$ cat config.mk
export PLATFORM = sky130hd
export DESIGN_NAME = command_sequence_detector
export DESIGN_NICKNAME = d
export VERILOG_FILES = /design/src/hw/rtl/csd_pkg.sv /design/src/hw/rtl/command_sequence_detector.sv
export SDC_FILE = /design/constraint.sdc
export NUM_CORES = 1
export LEC_CHECK = 0
export BUFFER_PORTS_ARGS = -buffer_cell sky130_fd_sc_hd__buf_4
export CORE_MARGIN = 2
export CORE_UTILIZATION = 43
export CTS_BUF_LIST = sky130_fd_sc_hd__clkbuf_8
export CTS_CLUSTER_SIZE = 30
export DETAILED_ROUTE_END_ITERATION = 6
export GPL_TIMING_DRIVEN = 0
export SLEW_MARGIN = 20
export SYNTH_ARGS = -nofsm -noshare
export SYNTH_HDL_FRONTEND = slang
export SYNTH_SLANG_ARGS = --single-unit
$ cat constraint.sdc
create_clock -name i_clk -period 2 [get_ports i_clk]
set_input_delay 0.1 -clock i_clk [delete_from_list [all_inputs] [get_ports i_clk]]
set_output_delay 0.1 -clock i_clk [all_outputs]
set_load 0.1 [all_outputs]
$ cat src/hw/rtl/csd_pkg.sv
// Types, constants and helpers for the command sequence detector.
package csd_pkg;

    localparam int CHAR_W = 8;
    localparam int FLAG_W = 2;

    localparam logic [CHAR_W-1:0] CH_BANG = 8'h21;
    localparam logic [CHAR_W-1:0] CH_HASH = 8'h23;
    localparam logic [CHAR_W-1:0] CH_R    = 8'h52;
    localparam logic [CHAR_W-1:0] CH_S    = 8'h53;
    localparam logic [CHAR_W-1:0] CH_T    = 8'h54;
    localparam logic [CHAR_W-1:0] CH_O    = 8'h4F;
    localparam logic [CHAR_W-1:0] CH_K    = 8'h4B;
    localparam logic [CHAR_W-1:0] CASE_BIT = 8'h20;

    localparam logic [FLAG_W-1:0] FLAG_NONE = 2'd0;
    localparam logic [FLAG_W-1:0] FLAG_RST  = 2'd1;
    localparam logic [FLAG_W-1:0] FLAG_OK   = 2'd2;

    typedef enum logic [8:0] {
        ST_IDLE    = 9'b000000001,
        ST_BANG    = 9'b000000010,
        ST_R       = 9'b000000100,
        ST_S       = 9'b000001000,
        ST_T       = 9'b000010000,
        ST_RSTDONE = 9'b000100000,
        ST_O       = 9'b001000000,
        ST_K       = 9'b010000000,
        ST_OKDONE  = 9'b100000000
    } t_stage;

    // Match an upper-case letter in either case.
    function automatic logic is_letter(input logic [CHAR_W-1:0] c,
                                       input logic [CHAR_W-1:0] upper);
        is_letter = (c | CASE_BIT) == (upper | CASE_BIT);
    endfunction

endpackage

$ cat src/hw/rtl/command_sequence_detector.sv
// Command sequence detector: recognizes !RST# and !OK# in a byte stream.
//
//  channel | direction | handshake                  | payload
//  in      | to block  | i_in_valid / o_in_stall    | i_rx_char
//  out     | from block| o_out_valid / i_out_stall  | o_echo_valid, o_echo_char,
//          |           |                            | o_newline_valid, o_command_flag
//
// One item per cycle while the input is not stalled; its result appears in the cycle after acceptance.
// Throughput is set by the single stage register and the one-entry result register.
// Input stalls only while a result is held and the output side stalls.
// Synchronous active-low reset returns the detector to idle and clears the flag.
module command_sequence_detector (
    input  logic                          i_clk,
    input  logic                          i_rst_n,
    input  logic                          i_in_valid,
    output logic                          o_in_stall,
    input  logic [csd_pkg::CHAR_W-1:0]    i_rx_char,
    output logic                          o_out_valid,
    input  logic                          i_out_stall,
    output logic                          o_echo_valid,
    output logic [csd_pkg::CHAR_W-1:0]    o_echo_char,
    output logic                          o_newline_valid,
    output logic [csd_pkg::FLAG_W-1:0]    o_command_flag
);
    import csd_pkg::*;

    t_stage              r_stage, n_stage;
    logic [FLAG_W-1:0]   r_flag, n_flag;
    logic                r_out_valid, n_out_valid;
    logic                r_echo, n_echo;
    logic [CHAR_W-1:0]   r_char;
    logic                r_nl, n_nl;
    logic [FLAG_W-1:0]   r_out_flag;
    logic                w_in_acc;
    logic                w_out_acc;

    assign o_in_stall = r_out_valid && i_out_stall;
    assign w_in_acc   = i_in_valid && !o_in_stall;
    assign w_out_acc  = r_out_valid && !i_out_stall;

    always_comb begin
        n_stage = r_stage;
        n_flag  = r_flag;
        n_echo  = 1'b0;
        n_nl    = 1'b0;
        case (r_stage)
            ST_BANG: begin
                if (i_rx_char == CH_BANG) begin
                    n_stage = ST_BANG;
                end else if (is_letter(i_rx_char, CH_R)) begin
                    n_echo  = 1'b1;
                    n_stage = ST_R;
                end else if (is_letter(i_rx_char, CH_O)) begin
                    n_echo  = 1'b1;
                    n_stage = ST_O;
                end else begin
                    n_stage = ST_IDLE;
                end
            end
            ST_R: begin
                if (is_letter(i_rx_char, CH_R)) begin
                    n_stage = ST_R;
                end else if (is_letter(i_rx_char, CH_S)) begin
                    n_echo  = 1'b1;
                    n_stage = ST_S;
                end else begin
                    n_stage = ST_IDLE;
                end
            end
            ST_S: begin
                if (is_letter(i_rx_char, CH_S)) begin
                    n_stage = ST_S;
                end else if (is_letter(i_rx_char, CH_T)) begin
                    n_echo  = 1'b1;
                    n_stage = ST_T;
                end else begin
                    n_stage = ST_IDLE;
                end
            end
            ST_T: begin
                if (is_letter(i_rx_char, CH_T)) begin
                    n_stage = ST_T;
                end else if (i_rx_char == CH_HASH) begin
                    n_echo  = 1'b1;
                    n_stage = ST_RSTDONE;
                end else begin
                    n_stage = ST_IDLE;
                end
            end
            ST_O: begin
                if (is_letter(i_rx_char, CH_O)) begin
                    n_stage = ST_O;
                end else if (is_letter(i_rx_char, CH_K)) begin
                    n_echo  = 1'b1;
                    n_stage = ST_K;
                end else begin
                    n_stage = ST_IDLE;
                end
            end
            ST_K: begin
                if (is_letter(i_rx_char, CH_K)) begin
                    n_stage = ST_K;
                end else if (i_rx_char == CH_HASH) begin
                    n_echo  = 1'b1;
                    n_stage = ST_OKDONE;
                end else begin
                    n_stage = ST_IDLE;
                end
            end
            ST_RSTDONE: begin
                n_nl    = 1'b1;
                n_flag  = FLAG_RST;
                n_stage = ST_IDLE;
            end
            ST_OKDONE: begin
                n_nl    = 1'b1;
                n_flag  = FLAG_OK;
                n_stage = ST_IDLE;
            end
            default: begin
                if (i_rx_char == CH_BANG) begin
                    n_echo  = 1'b1;
                    n_stage = ST_BANG;
                end else begin
                    n_stage = ST_IDLE;
                end
            end
        endcase
    end

    assign n_out_valid = w_in_acc || (r_out_valid && i_out_stall);

    always_ff @(posedge i_clk) begin
        if (!i_rst_n) begin
            r_stage     <= ST_IDLE;
            r_flag      <= FLAG_NONE;
            r_out_valid <= 1'b0;
        end else begin
            r_out_valid <= n_out_valid;
            if (w_in_acc) begin
                r_stage <= n_stage;
                r_flag  <= n_flag;
            end
        end
    end

    always_ff @(posedge i_clk) begin
        if (w_in_acc) begin
            r_echo     <= n_echo;
            r_char     <= i_rx_char;
            r_nl       <= n_nl;
            r_out_flag <= n_flag;
        end
    end

    assign o_out_valid     = r_out_valid;
    assign o_echo_valid    = r_echo;
    assign o_echo_char     = r_char;
    assign o_newline_valid = r_nl;
    assign o_command_flag  = r_out_flag;

`ifndef NO_ASSERTIONS
    a_nl_has_flag: assert property (@(posedge i_clk) disable iff (!i_rst_n)
        (o_out_valid && o_newline_valid) |-> (o_command_flag != FLAG_NONE))
        else $error("newline without latched command");

    a_echo_nl_excl: assert property (@(posedge i_clk) disable iff (!i_rst_n)
        o_out_valid |-> !(o_echo_valid && o_newline_valid))
        else $error("echo and newline in one item");

    a_rst_done: assert property (@(posedge i_clk) disable iff (!i_rst_n)
        (w_in_acc && r_stage == ST_RSTDONE) |=>
            (o_newline_valid && o_command_flag == FLAG_RST))
        else $error("reset command not latched");

    a_ok_done: assert property (@(posedge i_clk) disable iff (!i_rst_n)
        (w_in_acc && r_stage == ST_OKDONE) |=>
            (o_newline_valid && o_command_flag == FLAG_OK))
        else $error("ok command not latched");

    a_stall_full: assert property (@(posedge i_clk) disable iff (!i_rst_n)
        (w_out_acc && !w_in_acc) |=> !o_out_valid)
        else $error("result register not drained");
`endif

endmodule

# Word level (Yosys, flattened, before mapping)
# Cells that the tools add are included.
[totals] reg_bits=24 wordCells=58 out_inout_bits=14
[op_classes] eq_ne=15 reduce_logical=5 muxes=31
[op_table] cell="case mux 9 bit (7 select lines)" n=1
[op_table] cell="== test 7 x 6 -> 1 bit, second input constant" n=5
[op_table] cell="2-to-1 mux 7 bit" n=3
[op_table] cell="2-to-1 mux 9 bit" n=2
[op_table] cell="== test 8 x 6 -> 1 bit, second input constant" n=2
[op_table] cell="2-to-1 mux 8 bit" n=2
[op_table] cell="2-to-1 mux 1 bit" n=14
[op_table] cell="2-to-1 mux 6 bit" n=2
[op_table] cell="2-to-1 mux 5 bit" n=2
[op_table] cell="== test 9 x 2 -> 1 bit, second input constant" n=1
[op_table] cell="== test 9 x 3 -> 1 bit, second input constant" n=1
[op_table] cell="== test 9 x 4 -> 1 bit, second input constant" n=1
[op_table] cell="== test 9 x 5 -> 1 bit, second input constant" n=1
[op_table] cell="== test 9 x 6 -> 1 bit, second input constant" n=1
[op_table] cell="== test 9 x 7 -> 1 bit, second input constant" n=1
[op_table] cell="== test 9 x 8 -> 1 bit, second input constant" n=1
[op_table] cell="== test 9 bit, second input constant" n=1
[op_table] cell="2-to-1 mux 4 bit" n=2
[op_table] cell="case mux 1 bit (7 select lines)" n=1
[op_table] cell="case mux 2 bit (2 select lines)" n=1
[op_table] cell="logical AND 1 bit" n=2
[op_table] cell="2-to-1 mux 2 bit" n=1
[op_table] cell="OR reduction 2 bit" n=1
[op_table] cell="logical NOT 1 bit" n=1
[op_table] cell="logical OR 1 bit" n=1

# Longest topological paths before layout
[logic_depth] word_depth=5 ltp_mapped=6 depth_no_buf=5

# Worst setup path after synthesis
# OpenSTA, ideal clock, no wires.
[synth_path] path_type="register -> register" startpoint="reg r_out_valid (netlist: o_out_valid)" endpoint="reg r_stage[0]" setup_time_ns=0.131 stages_incl_launch_ff=5 slack_ns=-0.111 period_less_slack_ns=2.111 arrival_time_ns=1.980 path_cell_list="dfxtp_1 > a21bo_2 > clkinv_1 > o22ai_1 > a32oi_1"
[synth_via] elab_chain_len=3
[synth_lines] item="start: declaration" line_no="command_sequence_detector.sv:29" rtl="logic r_out_valid, n_out_valid;"
[synth_lines] item="start signal: assignment" line_no="command_sequence_detector.sv:139" rtl="r_out_valid <= n_out_valid;"
[synth_lines] item="logical AND 1 bit" line_no="command_sequence_detector.sv:37" rtl="assign o_in_stall = r_out_valid && i_out_stall;"
[synth_lines] item="logical NOT 1 bit" line_no="command_sequence_detector.sv:38" rtl="assign w_in_acc = i_in_valid && !o_in_stall;"
[synth_lines] item="logical AND 1 bit" line_no="command_sequence_detector.sv:38"
[synth_lines] item="net w_in_acc" line_no="command_sequence_detector.sv:34" rtl="logic w_in_acc;"
[synth_lines] item="end signal: assignment" line_no="command_sequence_detector.sv:141" rtl="r_stage <= n_stage;"
[synth_lines] item="end: declaration" line_no="command_sequence_detector.sv:27" rtl="t_stage r_stage, n_stage;"
# The timed path passes the listed nets, and every way through them passes these cells.
# A chain may end at the register's enable or synchronous reset.

# Worst setup path in the final report
[layout_path] startpoint="reg r_stage[8]" endpoint="reg r_stage[0]"
[layout_via] elab_chain_len=3 word_cells_on_any_way=10 classes_between="8 x eq/ne; 1 x mux; 1 x reduce/logical"
[layout_lines] item="== test 9 bit or == test 9 x 6 -> 1 bit (tied branches)" line_no="command_sequence_detector.sv:46" rtl="case (r_stage)"
[layout_lines] item="OR reduction 2 bit (no source line)"
[layout_lines] item="case mux 9 bit (7 select lines) (*)" line_no="command_sequence_detector.sv:46"
# Mark *: on every way between the ends. The rest lies on a longest branch, timed or not.

==> impl_metrics.env <==
export IMPL_drc_errors=0
export IMPL_die_width_um=61.8
export IMPL_drv_slew=0
export IMPL_endpoint_kind="register"
export IMPL_cts_root_buf="clkbuf_8"
export IMPL_num_vias=1264
export IMPL_async_reset_ff_frac=0
export IMPL_post_cts_buffers=0
export IMPL_synth_edf_count=12
export IMPL_cts_hold_buffers=0
export IMPL_crit_required_ps=2180
export IMPL_initial_core_util=0.462
export IMPL_viasPerCell=5.77
export IMPL_final_min_clock_period_ps=1880
export IMPL_startpoint="r_stage[8]$_SDFFE_PN0P_"
export IMPL_synthesis_nets=159
export IMPL_synth_main_ff_cell="edfxtp_1"
export IMPL_yosysWarnings=0
export IMPL_port_buffers=25
export IMPL_synth_area_top_cells="edfxtp_1 25%, dfxtp_1 17%, nand2_1 3.7%, a21boi_0 3.1%, o21ai_0 2.4%"
export IMPL_p_per_area_mw_per_mm2=673
export IMPL_overflow=0
export IMPL_drive_gt1_frac=0.280
export IMPL_cts_sinks=24
export IMPL_drt_iter0_drc=50
export IMPL_tns_ps=0
export IMPL_area_delta_synth_final_pct=21.7
export IMPL_fin_skew_ps=7.86
export IMPL_antennaDiodeCount=0
export IMPL_grt_usage=0.197
export IMPL_yosysSeqAreaShare=0.418
export IMPL_hold_violations=0
export IMPL_synth_seq_cells=24
export IMPL_p_seq_frac=0.457
export IMPL_rr_startpoint="r_stage[8]$_SDFFE_PN0P_"
export IMPL_tightest_slew_ps=697
export IMPL_place_area_mm2=0.00168
export IMPL_period_share=0.941
export IMPL_antenna_found_initial=0
export IMPL_arrival_ps=2070
export IMPL_gp_congestion=0.867
export IMPL_htree_levels=1
export IMPL_pwr_share_comb=0.173
export IMPL_path_clk_slew_ps=90
export IMPL_whs_ps=23.0
export IMPL_nNetsFinal=188
export IMPL_dp_hpwl_um=2520
export IMPL_tritoncts="yes"
export IMPL_fp_dieH_um=61.8
export IMPL_p_switching_uw=328
export IMPL_grt_pass1_wl_um=5510
export IMPL_yosysUniqueCellTypes=53
export IMPL_finalPower_mw=1.17
export IMPL_cp_start_kind="register"
export IMPL_num_rows=20
export IMPL_status="completed"
export IMPL_netlist_area_mm2=0.00144
export IMPL_grt_pass1_vias=1162
export IMPL_core_mm2=0.00310
export IMPL_fmax_mhz=531
export IMPL_rsz0062_at_grt="no"
export IMPL_max_stage_delay_ps=390
export IMPL_cts_resized=0
export IMPL_cpMaxStageDelayCell="nor3_4"
export IMPL_ant_nets=0
export IMPL_internal_power_uw=847
export IMPL_hold_path_class="input pin to register"
export IMPL_drtPass1Iterations=4
export IMPL_cp_max_fo=10
export IMPL_slew_headroom=0.533
export IMPL_clk_latency_ps=270
export IMPL_fp_dieArea_mm2=0.00382
export IMPL_wire_per_inst_um=15.4
export IMPL_switching_share=0.279
export IMPL_cap_viol_max_count=0
export IMPL_setup_violations_final=0
export IMPL_peakVddDrop_uv=313
export IMPL_wirelength_um=3370
export IMPL_clk_path_buf_depth=2
export IMPL_design_area_mm2=0.00175
export IMPL_pwr_share_clk=0.371
export IMPL_cp_cell_sequence="buf_2 > nor3_4 > nand4b_1 > nor3_1 > nand2_1 > a32oi_1"
export IMPL_io_pins=26
export IMPL_numCtsBuffers=3
export IMPL_grt_max_degree=21
export IMPL_syn_inst=147
export IMPL_synth_top_area_cell="edfxtp_1"
export IMPL_hp_start="i_rx_char[5]"
export IMPL_synth_top_area_share=0.251
export IMPL_syn_area_per_cell_um2=9.76
export IMPL_p_leak_nw=0.668
export IMPL_path_class="register to register"
-- cell families (layout without fill, tap and decap cells) --
group	after synthesis	after routing	synth area share
multiplexers	1	1	0.00697
AND/OR/NAND/NOR	68	68	0.316
flip-flops	24	24	0.418
XOR/XNOR	4	4	0.0244
buffers and inverters	13	41	0.0401
AO/OA/AOI/OAI	37	37	0.194
-- sequential cells by signal (all words and copies together), names as in the netlist --
| name | count |
|---|---|
| r_stage | 9 |
| o_echo_char | 8 |
| o_command_flag | 2 |
| r_flag | 2 |
| o_echo_valid | 1 |
| o_newline_valid | 1 |
| o_out_valid | 1 |
-- cell usage after synthesis (all sizes together) (2+ instances only) --
master,n
nor2,8
buf,5
clkbuf,3
nor2b,3
nand2,14
edfxtp,12
nand4,4
o21ai,7
and2,3
nand4b,2
and3b,2
nor3b,3
inv,4
o31ai,3
nand3,5
xor2,3
or4,2
a21boi,8
and3,4
dfxtp,12
o22ai,3
and4b,4
nor4,3
nor3,4
o21a,3
nor4b,2
o2111ai,3
-- final timing paths --
check	endpoint	slack, ps	depth (start not counted)
max reg2reg	r_stage[0]$_SDFFE_PN1P_	120	6
min	o_echo_char[5]$_DFFE_PP_	20	1
max	r_stage[0]$_SDFFE_PN1P_	120	6
min reg2reg	r_flag[1]$_SDFFE_PN0P_	500	2
-- area by class of cell --
type	instances	area, um^2
Inverter	5	18.8
Sequential cell	24	602
Fill cell	323	1360
Buffer	7	35.0
Tap cell	44	55.1
Multi-Input combinational cell	110	777
Clock inverter	1	30.0
Clock buffer	3	41.3
Timing Repair Buffer	25	188
-- power by group through the flow --
stage / combinational, mW / clock (mW) / sequential [mW]
5_1_grt: 0.211 / 0.465 / 0.538
6_report: 0.203 / 0.435 / 0.537
3_3_place_gp: 0.202 / 0 / 0.548
3_5_place_dp: 0.203 / 0 / 0.548
2_1_floorplan: 0.0379 / 0 / 0.653
4_1_cts: 0.203 / 0.441 / 0.537
-- per-stage QoR --
| stage | std cells | util | worst slack (ps) |
|---|---|---|---|
| after detailed placement | 216 | 0.541 | 195 |
| after CTS | 220 | 0.564 | 172 |
| after global placement | 216 | 0.541 | 164 |
| final | 219 | 0.563 | 118 |
| after floorplan | 147 | - | 231 |
| after global routing | 219 | 0.563 | 11.1 |
-- layer usage --
metal,track usage,up-vias,wire length [um]
li1,-,621,-
met1,0.279,597,1570
met2,0.317,40,1590
met3,0.0311,6,169
met4,0.0456,0,36
met5,0,-,0
-- cells in the final DEF (no fill, tap or decap), types with 3 or more instances in the layout --
cell | netlist | final
buf_4 | 1 | 26
nand2_1 | 14 | 14
edfxtp_1 | 12 | 12
dfxtp_1 | 12 | 11
nor2_1 | 8 | 8
o21ai_0 | 7 | 7
a21boi_0 | 6 | 6
nand3_1 | 5 | 5
buf_2 | 4 | 4
inv_1 | 4 | 4
and3_1 | 4 | 4
nand4_1 | 4 | 4
nor3_1 | 3 | 3
xor2_1 | 3 | 3
o2111ai_1 | 3 | 3
nor2b_1 | 3 | 3
nor3b_1 | 3 | 3
and2_1 | 3 | 3
o22ai_1 | 3 | 3
o21a_1 | 3 | 3
clkbuf_8 | 0 | 3
-- worst max-delay path, delay by kind of cell (launching register included) --
family | cells | cell delay [ps]
flops | 1 | 300
compound gates | 1 | 230
simple gates | 4 | 1090
buf+inv | 1 | 170
(Power assumes the default switching activity.)
